===== config.mk =====
export PLATFORM = sky130hd
export DESIGN_NAME = joystick_differential_drive_mixer_unit
export DESIGN_NICKNAME = d
export VERILOG_FILES = /design/src/design/jddm_pkg.sv /design/src/design/jddm_steer.sv /design/src/design/jddm_isqrt.sv /design/src/design/jddm_scale.sv /design/src/design/joystick_differential_drive_mixer_unit.sv
export SDC_FILE = /design/constraint.sdc
export NUM_CORES = 2
export LEC_CHECK = 0
export CAP_MARGIN = 20
export CORE_MARGIN = 1
export CORE_UTILIZATION = 60
export DETAILED_ROUTE_END_ITERATION = 10
export DONT_BUFFER_PORTS = 1
export HOLD_SLACK_MARGIN = 0.05
export PLACE_DENSITY = 0.76
export SYNTH_ARGS = -nofsm -noshare
export SYNTH_HDL_FRONTEND = slang
export SYNTH_SLANG_ARGS = --single-unit

===== constraint.sdc =====
create_clock -name clk -period 10.3 [get_ports clk]
set_input_delay 2.575 -clock clk [delete_from_list [all_inputs] [get_ports clk]]
set_output_delay 2.575 -clock clk [all_outputs]
set_load 0.01 [all_outputs]

===== src/design/jddm_pkg.sv =====
`default_nettype none
package jddm_pkg;

    localparam int JOY_W      = 8;
    localparam int JOY_LIMIT  = 100;
    localparam int ABS_W      = 7;
    localparam int FULL_DEFL  = 100;
    localparam int HALF_DEFL  = 50;
    localparam int BEND_W     = 6;
    localparam int SQ_W       = 14;
    localparam int SUM_W      = 15;
    localparam int NUM_W      = 12;
    localparam int FACTOR_DEN = 2500;
    localparam int MAG_W      = 8;
    localparam int PROD_W     = 19;
    localparam int SPEED_W    = 9;

    // floor(p / 2500) == (p * RECIP) >> 32, exact for p < 2^19
    localparam int RECIP_W     = 21;
    localparam int RECIP_SHIFT = 32;
    localparam logic [RECIP_W-1:0] RECIP = 21'd1717987;

    // steering numerators are carried as magnitude plus sign
    typedef struct packed {
        logic [SUM_W-1:0] sum;
        logic [NUM_W-1:0] lnum;
        logic             lneg;
        logic [NUM_W-1:0] rnum;
        logic             rneg;
    } steer_t;

    typedef struct packed {
        logic [MAG_W-1:0] mag;
        logic [NUM_W-1:0] lnum;
        logic             lneg;
        logic [NUM_W-1:0] rnum;
        logic             rneg;
    } mix_t;

endpackage
`default_nettype wire


===== src/design/jddm_steer.sv =====
`default_nettype none
module jddm_steer
    import jddm_pkg::*;
(
    input  wire logic                    clk,
    input  wire logic                    rst_n,
    input  wire logic                    in_valid,
    output logic                         in_stall,
    input  wire logic signed [JOY_W-1:0] joy_y,
    input  wire logic signed [JOY_W-1:0] joy_x,
    output logic                         out_valid,
    input  wire logic                    out_stall,
    output steer_t                       out_data
);

    logic signed [JOY_W-1:0] yc;
    logic signed [JOY_W-1:0] xc;
    logic [ABS_W-1:0]        yabs;
    logic [ABS_W-1:0]        xabs;
    logic                    en_a;
    logic                    en_b;

    logic                    va_reg;
    logic [ABS_W-1:0]        ya_reg;
    logic [ABS_W-1:0]        xa_reg;
    logic                    xneg_reg;
    logic                    far_reg;
    logic [BEND_W-1:0]       bend_reg;

    logic                    vb_reg;
    steer_t                  data_next;
    steer_t                  data_reg;

    logic [SQ_W-1:0]         ysq;
    logic [SQ_W-1:0]         xsq;
    logic [NUM_W-1:0]        bsq;
    logic [NUM_W-1:0]        anum;
    logic                    xpos;

    assign en_b     = !vb_reg || !out_stall;
    assign en_a     = !va_reg || en_b;
    assign in_stall = !en_a;

    always_comb
    begin
        if (joy_y > JOY_W'(JOY_LIMIT))
            yc = JOY_W'(JOY_LIMIT);
        else if (joy_y < -JOY_W'(JOY_LIMIT))
            yc = -JOY_W'(JOY_LIMIT);
        else
            yc = joy_y;
        if (joy_x > JOY_W'(JOY_LIMIT))
            xc = JOY_W'(JOY_LIMIT);
        else if (joy_x < -JOY_W'(JOY_LIMIT))
            xc = -JOY_W'(JOY_LIMIT);
        else
            xc = joy_x;
        yabs = yc[JOY_W-1] ? ABS_W'(-yc) : ABS_W'(yc);
        xabs = xc[JOY_W-1] ? ABS_W'(-xc) : ABS_W'(xc);
    end

    always_ff @(posedge clk or negedge rst_n)
    begin
        if (!rst_n)
        begin
            va_reg <= 1'b0;
            vb_reg <= 1'b0;
        end
        else
        begin
            if (en_a)
                va_reg <= in_valid;
            if (en_b)
                vb_reg <= va_reg;
        end
    end

    // beyond half deflection the quadratic is 2500 - (100-|x|)^2, negated
    always_ff @(posedge clk)
    begin
        if (en_a)
        begin
            ya_reg   <= yabs;
            xa_reg   <= xabs;
            xneg_reg <= xc[JOY_W-1];
            far_reg  <= (xabs > ABS_W'(HALF_DEFL));
            bend_reg <= (xabs > ABS_W'(HALF_DEFL)) ? BEND_W'(ABS_W'(FULL_DEFL) - xabs)
                                                   : BEND_W'(xabs);
        end
        if (en_b)
            data_reg <= data_next;
    end

    always_comb
    begin
        ysq  = SQ_W'(ya_reg) * SQ_W'(ya_reg);
        xsq  = SQ_W'(xa_reg) * SQ_W'(xa_reg);
        bsq  = NUM_W'(bend_reg) * NUM_W'(bend_reg);
        anum = NUM_W'(FACTOR_DEN) - bsq;
        xpos = !xneg_reg && (xa_reg != '0);

        data_next.sum = SUM_W'(ysq) + SUM_W'(xsq);
        if (xneg_reg)
        begin
            data_next.lnum = anum;
            data_next.lneg = far_reg;
        end
        else
        begin
            data_next.lnum = NUM_W'(FACTOR_DEN);
            data_next.lneg = 1'b0;
        end
        if (xpos)
        begin
            data_next.rnum = anum;
            data_next.rneg = far_reg;
        end
        else
        begin
            data_next.rnum = NUM_W'(FACTOR_DEN);
            data_next.rneg = 1'b0;
        end
    end

    assign out_valid = vb_reg;
    assign out_data  = data_reg;

endmodule
`default_nettype wire


===== src/design/jddm_isqrt.sv =====
`default_nettype none
module jddm_isqrt
    import jddm_pkg::*;
(
    input  wire logic   clk,
    input  wire logic   rst_n,
    input  wire logic   in_valid,
    output logic        in_stall,
    input  wire steer_t in_data,
    output logic        out_valid,
    input  wire logic   out_stall,
    output mix_t        out_data
);

    localparam int REM_W  = 11;
    localparam int RAD_W  = 2 * MAG_W;
    localparam int HALF_N = MAG_W / 2;
    localparam int LOW_W  = RAD_W / 2;

    typedef struct packed {
        logic [REM_W-1:0] rem;
        logic [MAG_W-1:0] root;
    } sq_t;

    // one restoring digit: bring down two radicand bits, try 4*root+1
    function automatic sq_t sq_step(input sq_t cur, input logic [1:0] pair);
        logic [REM_W-1:0] r;
        logic [REM_W-1:0] trial;
        sq_t              nxt;
        r     = {cur.rem[REM_W-3:0], pair};
        trial = REM_W'({cur.root, 2'b01});
        if (r >= trial)
        begin
            nxt.rem  = r - trial;
            nxt.root = {cur.root[MAG_W-2:0], 1'b1};
        end
        else
        begin
            nxt.rem  = r;
            nxt.root = {cur.root[MAG_W-2:0], 1'b0};
        end
        return nxt;
    endfunction

    logic             en_a;
    logic             en_b;
    logic [RAD_W-1:0] rad;
    sq_t              hi_next;
    sq_t              lo_next;

    logic             va_reg;
    sq_t              hi_reg;
    logic [LOW_W-1:0] low_reg;
    steer_t           pass_reg;

    logic             vb_reg;
    mix_t             data_reg;

    assign en_b     = !vb_reg || !out_stall;
    assign en_a     = !va_reg || en_b;
    assign in_stall = !en_a;
    assign rad      = RAD_W'(in_data.sum);

    always_comb
    begin
        hi_next = '0;
        for (int i = 0; i < HALF_N; i++)
            hi_next = sq_step(hi_next, rad[RAD_W-1-2*i -: 2]);
        lo_next = hi_reg;
        for (int i = 0; i < HALF_N; i++)
            lo_next = sq_step(lo_next, low_reg[LOW_W-1-2*i -: 2]);
    end

    always_ff @(posedge clk or negedge rst_n)
    begin
        if (!rst_n)
        begin
            va_reg <= 1'b0;
            vb_reg <= 1'b0;
        end
        else
        begin
            if (en_a)
                va_reg <= in_valid;
            if (en_b)
                vb_reg <= va_reg;
        end
    end

    always_ff @(posedge clk)
    begin
        if (en_a)
        begin
            hi_reg   <= hi_next;
            low_reg  <= rad[LOW_W-1:0];
            pass_reg <= in_data;
        end
        if (en_b)
        begin
            data_reg.mag  <= lo_next.root;
            data_reg.lnum <= pass_reg.lnum;
            data_reg.lneg <= pass_reg.lneg;
            data_reg.rnum <= pass_reg.rnum;
            data_reg.rneg <= pass_reg.rneg;
        end
    end

    assign out_valid = vb_reg;
    assign out_data  = data_reg;

endmodule
`default_nettype wire


===== src/design/jddm_scale.sv =====
`default_nettype none
module jddm_scale
    import jddm_pkg::*;
(
    input  wire logic              clk,
    input  wire logic              rst_n,
    input  wire logic              in_valid,
    output logic                   in_stall,
    input  wire mix_t              in_data,
    output logic                   out_valid,
    input  wire logic              out_stall,
    output logic [SPEED_W-1:0]     left_speed,
    output logic [SPEED_W-1:0]     right_speed
);

    localparam int WIDE_W = PROD_W + RECIP_W;

    logic               en_a;
    logic               en_b;
    logic               en_c;

    logic               va_reg;
    logic [PROD_W-1:0]  lprod_reg;
    logic [PROD_W-1:0]  rprod_reg;
    logic               lneg_a_reg;
    logic               rneg_a_reg;

    logic               vb_reg;
    logic [WIDE_W-1:0]  lwide;
    logic [WIDE_W-1:0]  rwide;
    logic [MAG_W-1:0]   lq_reg;
    logic [MAG_W-1:0]   rq_reg;
    logic               lneg_b_reg;
    logic               rneg_b_reg;

    logic               vc_reg;
    logic [SPEED_W-1:0] left_next;
    logic [SPEED_W-1:0] right_next;
    logic [SPEED_W-1:0] left_reg;
    logic [SPEED_W-1:0] right_reg;

    assign en_c     = !vc_reg || !out_stall;
    assign en_b     = !vb_reg || en_c;
    assign en_a     = !va_reg || en_b;
    assign in_stall = !en_a;

    assign lwide = WIDE_W'(lprod_reg) * WIDE_W'(RECIP);
    assign rwide = WIDE_W'(rprod_reg) * WIDE_W'(RECIP);

    // truncation toward zero: divide the magnitude, then restore the sign
    assign left_next  = lneg_b_reg ? SPEED_W'(0) - SPEED_W'(lq_reg) : SPEED_W'(lq_reg);
    assign right_next = rneg_b_reg ? SPEED_W'(0) - SPEED_W'(rq_reg) : SPEED_W'(rq_reg);

    always_ff @(posedge clk or negedge rst_n)
    begin
        if (!rst_n)
        begin
            va_reg <= 1'b0;
            vb_reg <= 1'b0;
            vc_reg <= 1'b0;
        end
        else
        begin
            if (en_a)
                va_reg <= in_valid;
            if (en_b)
                vb_reg <= va_reg;
            if (en_c)
                vc_reg <= vb_reg;
        end
    end

    always_ff @(posedge clk)
    begin
        if (en_a)
        begin
            lprod_reg  <= PROD_W'(in_data.mag) * PROD_W'(in_data.lnum);
            rprod_reg  <= PROD_W'(in_data.mag) * PROD_W'(in_data.rnum);
            lneg_a_reg <= in_data.lneg;
            rneg_a_reg <= in_data.rneg;
        end
        if (en_b)
        begin
            lq_reg     <= lwide[RECIP_SHIFT +: MAG_W];
            rq_reg     <= rwide[RECIP_SHIFT +: MAG_W];
            lneg_b_reg <= lneg_a_reg;
            rneg_b_reg <= rneg_a_reg;
        end
        if (en_c)
        begin
            left_reg  <= left_next;
            right_reg <= right_next;
        end
    end

    assign out_valid   = vc_reg;
    assign left_speed  = left_reg;
    assign right_speed = right_reg;

endmodule
`default_nettype wire


===== src/design/joystick_differential_drive_mixer_unit.sv =====
// Joystick mixer for a differential drive: each transaction carries one clamped
// joystick sample and returns one left/right motor speed pair, speed =
// floor(sqrt(y^2+x^2)) * steering factor, truncated toward zero. Seven register
// stages (clamp, squares and steering numerators, two four-bit square root
// stages, product, reciprocal divide by 2500, sign and output register) give a
// throughput of one transaction per cycle while speed_stall is low; each
// stage holds its item only while the stage after it is full, so bubbles are
// squeezed out under speed_stall and the input stalls only when all seven are
// occupied.
`default_nettype none
module joystick_differential_drive_mixer_unit
    import jddm_pkg::*;
(
    input  wire logic                      clk,
    input  wire logic                      rst_n,
    input  wire logic                      joy_valid,
    output logic                           joy_stall,
    input  wire logic signed [JOY_W-1:0]   joy_y,
    input  wire logic signed [JOY_W-1:0]   joy_x,
    output logic                           speed_valid,
    input  wire logic                      speed_stall,
    output logic signed [SPEED_W-1:0]      left_speed,
    output logic signed [SPEED_W-1:0]      right_speed
);

    logic   steer_valid;
    logic   steer_stall;
    steer_t steer_data;
    logic   mix_valid;
    logic   mix_stall;
    mix_t   mix_data;

    jddm_steer u_steer (
        .clk       (clk),
        .rst_n     (rst_n),
        .in_valid  (joy_valid),
        .in_stall  (joy_stall),
        .joy_y     (joy_y),
        .joy_x     (joy_x),
        .out_valid (steer_valid),
        .out_stall (steer_stall),
        .out_data  (steer_data)
    );

    jddm_isqrt u_isqrt (
        .clk       (clk),
        .rst_n     (rst_n),
        .in_valid  (steer_valid),
        .in_stall  (steer_stall),
        .in_data   (steer_data),
        .out_valid (mix_valid),
        .out_stall (mix_stall),
        .out_data  (mix_data)
    );

    jddm_scale u_scale (
        .clk         (clk),
        .rst_n       (rst_n),
        .in_valid    (mix_valid),
        .in_stall    (mix_stall),
        .in_data     (mix_data),
        .out_valid   (speed_valid),
        .out_stall   (speed_stall),
        .left_speed  (left_speed),
        .right_speed (right_speed)
    );

    // input backs up only once the whole pipe is full behind a stalled result
    a_stall_full: assert property (@(posedge clk) disable iff (!rst_n)
        joy_stall |-> (speed_valid && speed_stall && mix_stall && steer_stall))
        else $error("input stalled while pipeline has room");

    a_speed_range: assert property (@(posedge clk) disable iff (!rst_n)
        speed_valid |-> (left_speed >= -SPEED_W'(141) && left_speed <= SPEED_W'(141)
                      && right_speed >= -SPEED_W'(141) && right_speed <= SPEED_W'(141)))
        else $error("motor speed outside full-scale range");

    // only one side can reverse for a given steering position
    a_one_reverse: assert property (@(posedge clk) disable iff (!rst_n)
        (speed_valid && left_speed[SPEED_W-1]) |-> !right_speed[SPEED_W-1])
        else $error("both motors reversing");

endmodule
`default_nettype wire


==> reports/metrics.cfg <==
[run_status]
outcome = finished clean

[detailed_routing]
antenna_left = 0
vias = 20700
wirelength_mm = 65.2
drtIter0Drc = 1085
firstDrtPassIters = 5
drc = 0
routedWlPerCell_um = 17.3
via_per_inst = 5.49

[logic_synthesis]
synth-seq-cells = 226
yosysSeqAreaShare = 0.211
synthArstFlopShare = 0.0310
synth_edf_count = 219
synth_area_per_cell_um2 = 10.4
synthCells = 3064
synthFlopType = edfxtp_1
synth_nets = 4075
yosysWarningCount = 0
synth_area_mm2 = 0.0320
yosys.cell_types.count = 80

[clock_network]
clk_latency_ns = 0.56
cts_resized = 0
clockRootBuffer = clkbuf_16
post_cts_buffers = 0
htree_levels = 1
cts_sinks = 226
cts.hold.buffers_added = 0
clockBufferDepth = 3
cts_made_buffers = 26
path_clk_slew_ns = 0.06
cts_tree = yes

[placed_design]
postPlaceCellArea_mm2 = 0.0327
globalplace.congestion = 0.942
dp_cells = 3719
hpwl_mm = 55.5
port_buffers = 0

[timing]
fmax_mhz = 117
min_period_ns = 8.57
worst_pin_slew_ns = 0.961
tns_ns = 0
slew_headroom = 0.359
finalCritPeriodShare = 0.832
skew_ns = 0.0207
rsz0062_at_grt = no
hold_viol = 0
finalSetupViolCount = 0
slew_viol_final = 0

[worst_setup_path]
worst-endpoint-arrival_ns = 8.87
cpPeakStageDelay_ns = 0.75
crit_path_end_kind = register
cp.required_ns = 10.60
critical_path.max_fanout = 17
crit_path_frequent_cell = ha_1
r2r-start = u_isqrt.hi_reg[3]
reg2reg_setup_slack_ns = 1.73
start_kind = register
r2r_end = u_isqrt.out_data[26]
path_class = reg -> reg
r2r_cells = 32
crit_path_top_delay_cell = o21ba_1

[finish]
largest_reg_flops = 41
antenna_cells = 0
fillCellCount = 4136
final_nets = 4072
syn_to_final_growth_pct = 5.49
instances_no_fill = 3769
drive_gt1_frac = 0.0286
stdcell_area_mm2 = 0.0337

[grt]
grtUsageTotal = 0.254
antenna_found_initial = 0
grt_max_degree = 49
grt_pass1_vias = 22000
grt-ovfl-total = 0
grt_pass1_wl_mm = 109

[worst_hold_path]
holdCritStartpoint = u_isqrt.pass_reg[16]
whs_endpoint = u_isqrt.out_data[16]
min_path_type = reg -> reg
hold_path_depth = 0

[die]
dieArea_mm2 = 0.0542
fp.dieH_um = 233
io_pins = 40
start_util = 0.608
num_rows = 84
coreArea_mm2 = 0.0526
die_x_um = 233

[run]
max_cap_viol_count = 0

==> placed cells by master, fill, tap and decap left out, types with 5 or more instances in the layout <==
cell type | Yosys | layout
and4_1 | 5 | 5
and3_1 | 11 | 11
bufinv_16 | 0 | 5
a21oi_1 | 68 | 68
and2_1 | 135 | 135
nor4_1 | 9 | 9
xnor2_1 | 92 | 92
o211ai_1 | 8 | 8
nor3b_1 | 5 | 5
edfxtp_1 | 219 | 219
nand3_1 | 28 | 27
nand2_1 | 221 | 219
ha_1 | 519 | 519
nand4_1 | 11 | 11
a31oi_1 | 10 | 10
fa_1 | 472 | 472
mux2_2 | 5 | 5
a21o_1 | 30 | 30
a211o_1 | 6 | 6
clkbuf_16 | 0 | 26
buf_4 | 0 | 8
inv_1 | 737 | 737
dfrtp_1 | 7 | 7
o21a_1 | 14 | 14
a21boi_0 | 7 | 7
xor2_1 | 25 | 25
nor2b_1 | 22 | 22
o21bai_1 | 9 | 9
or3_1 | 12 | 12
nor2_1 | 115 | 115
o21ai_0 | 59 | 59
nand3b_1 | 9 | 9
mux2i_1 | 8 | 8
a211oi_1 | 12 | 12
nand2b_1 | 14 | 14
nor3_1 | 35 | 35
o31ai_1 | 7 | 7
or2_2 | 12 | 12
==> worst max-delay path: cells and delay by family (launching register included) <==
family                   cells  cell delay (ns)
multiplexers                 1             0.38
adder cells (fa/ha/maj)      4             1.47
buffers and inverters        2             0.50
XOR/XNOR                     1             0.25
flip-flops                   1             0.38
AO/OA/AOI/OAI               13             3.36
AND/OR/NAND/NOR             11             1.97
==> area by class of cell <==
cell class	instances	area, um^2	share of cell area
Sequential cell	226	6750	0.200
Timing Repair Buffer	10	100	0.00297
Inverter	738	2770	0.0822
Clock buffer	33	707	0.0210
Clock inverter	15	250	0.00742
Tap cell	688	861	0.0255
Multi-Input combinational cell	2059	22300	0.661
==> worst max-delay path by stage <==
stage                     slack (ns)  cells past startpoint              start                    to
final                           1.73                     32  u_isqrt.hi_reg[3]  u_isqrt.out_data[26]
after global routing            1.20                     32  u_isqrt.hi_reg[3]  u_isqrt.out_data[26]
after CTS                       1.74                     32  u_isqrt.hi_reg[3]  u_isqrt.out_data[26]
after detailed placement        1.77                     32  u_isqrt.hi_reg[3]  u_isqrt.out_data[26]
after global placement          1.72                     32  u_isqrt.hi_reg[3]  u_isqrt.out_data[26]
after floorplan                 3.10                     36  u_isqrt.hi_reg[3]  u_isqrt.out_data[26]
==> stage by stage <==
step | hold slack [ns] | util | setup WS (ns)
CTS | 0.419 | 0.641 | 1.74
global placement | 0.401 | 0.623 | 1.72
global route | 0.423 | 0.642 | 1.20
finish | 0.414 | 0.642 | 1.73
detailed placement | 0.405 | 0.623 | 1.77
floorplan | 0.400 | - | 3.10
==> synthesized netlist by cell type, drive strengths merged, types with 11 or more instances <==
cell type	instances	area (um^2)
a211oi	12	90.1
a21o	30	225
a21oi	68	340
a31oi	11	83.8
and2	135	845
and3	11	68.8
clkbuf	35	131
edfxtp	219	6580
fa	472	9450
ha	519	6490
inv	738	2770
nand2	221	830
nand2b	14	87.6
nand3	28	140
nand4	11	68.8
nor2	116	438
nor2b	22	138
nor3	35	175
o21a	14	105
o21ai	60	300
or2	13	83.8
or3	13	86.3
xnor2	92	806
xor2	25	219
==> kinds of logic after synthesis <==
kind of cell    after synthesis  share of synthesized area
compound gates              278                     0.0585
xor+xnor                    117                     0.0321
fa+ha+maj                   991                      0.499
buf+inv                     779                     0.0921
flops                       226                      0.211
mux                          14                    0.00474
simple gates                659                      0.103
==> routing by layer <==
layer | wire (um) | up-vias | GRT usage
met3 | 2640 | 83 | 0.0265
met2 | 33100 | 427 | 0.456
met4 | 1300 | 0 | 0.0541
li1 | - | 9816 | -
met5 | 0 | - | 0
met1 | 28200 | 10400 | 0.333
Power is not shown: default switching activity piles up to over one toggle a cycle in this logic, so the estimate is an artifact.
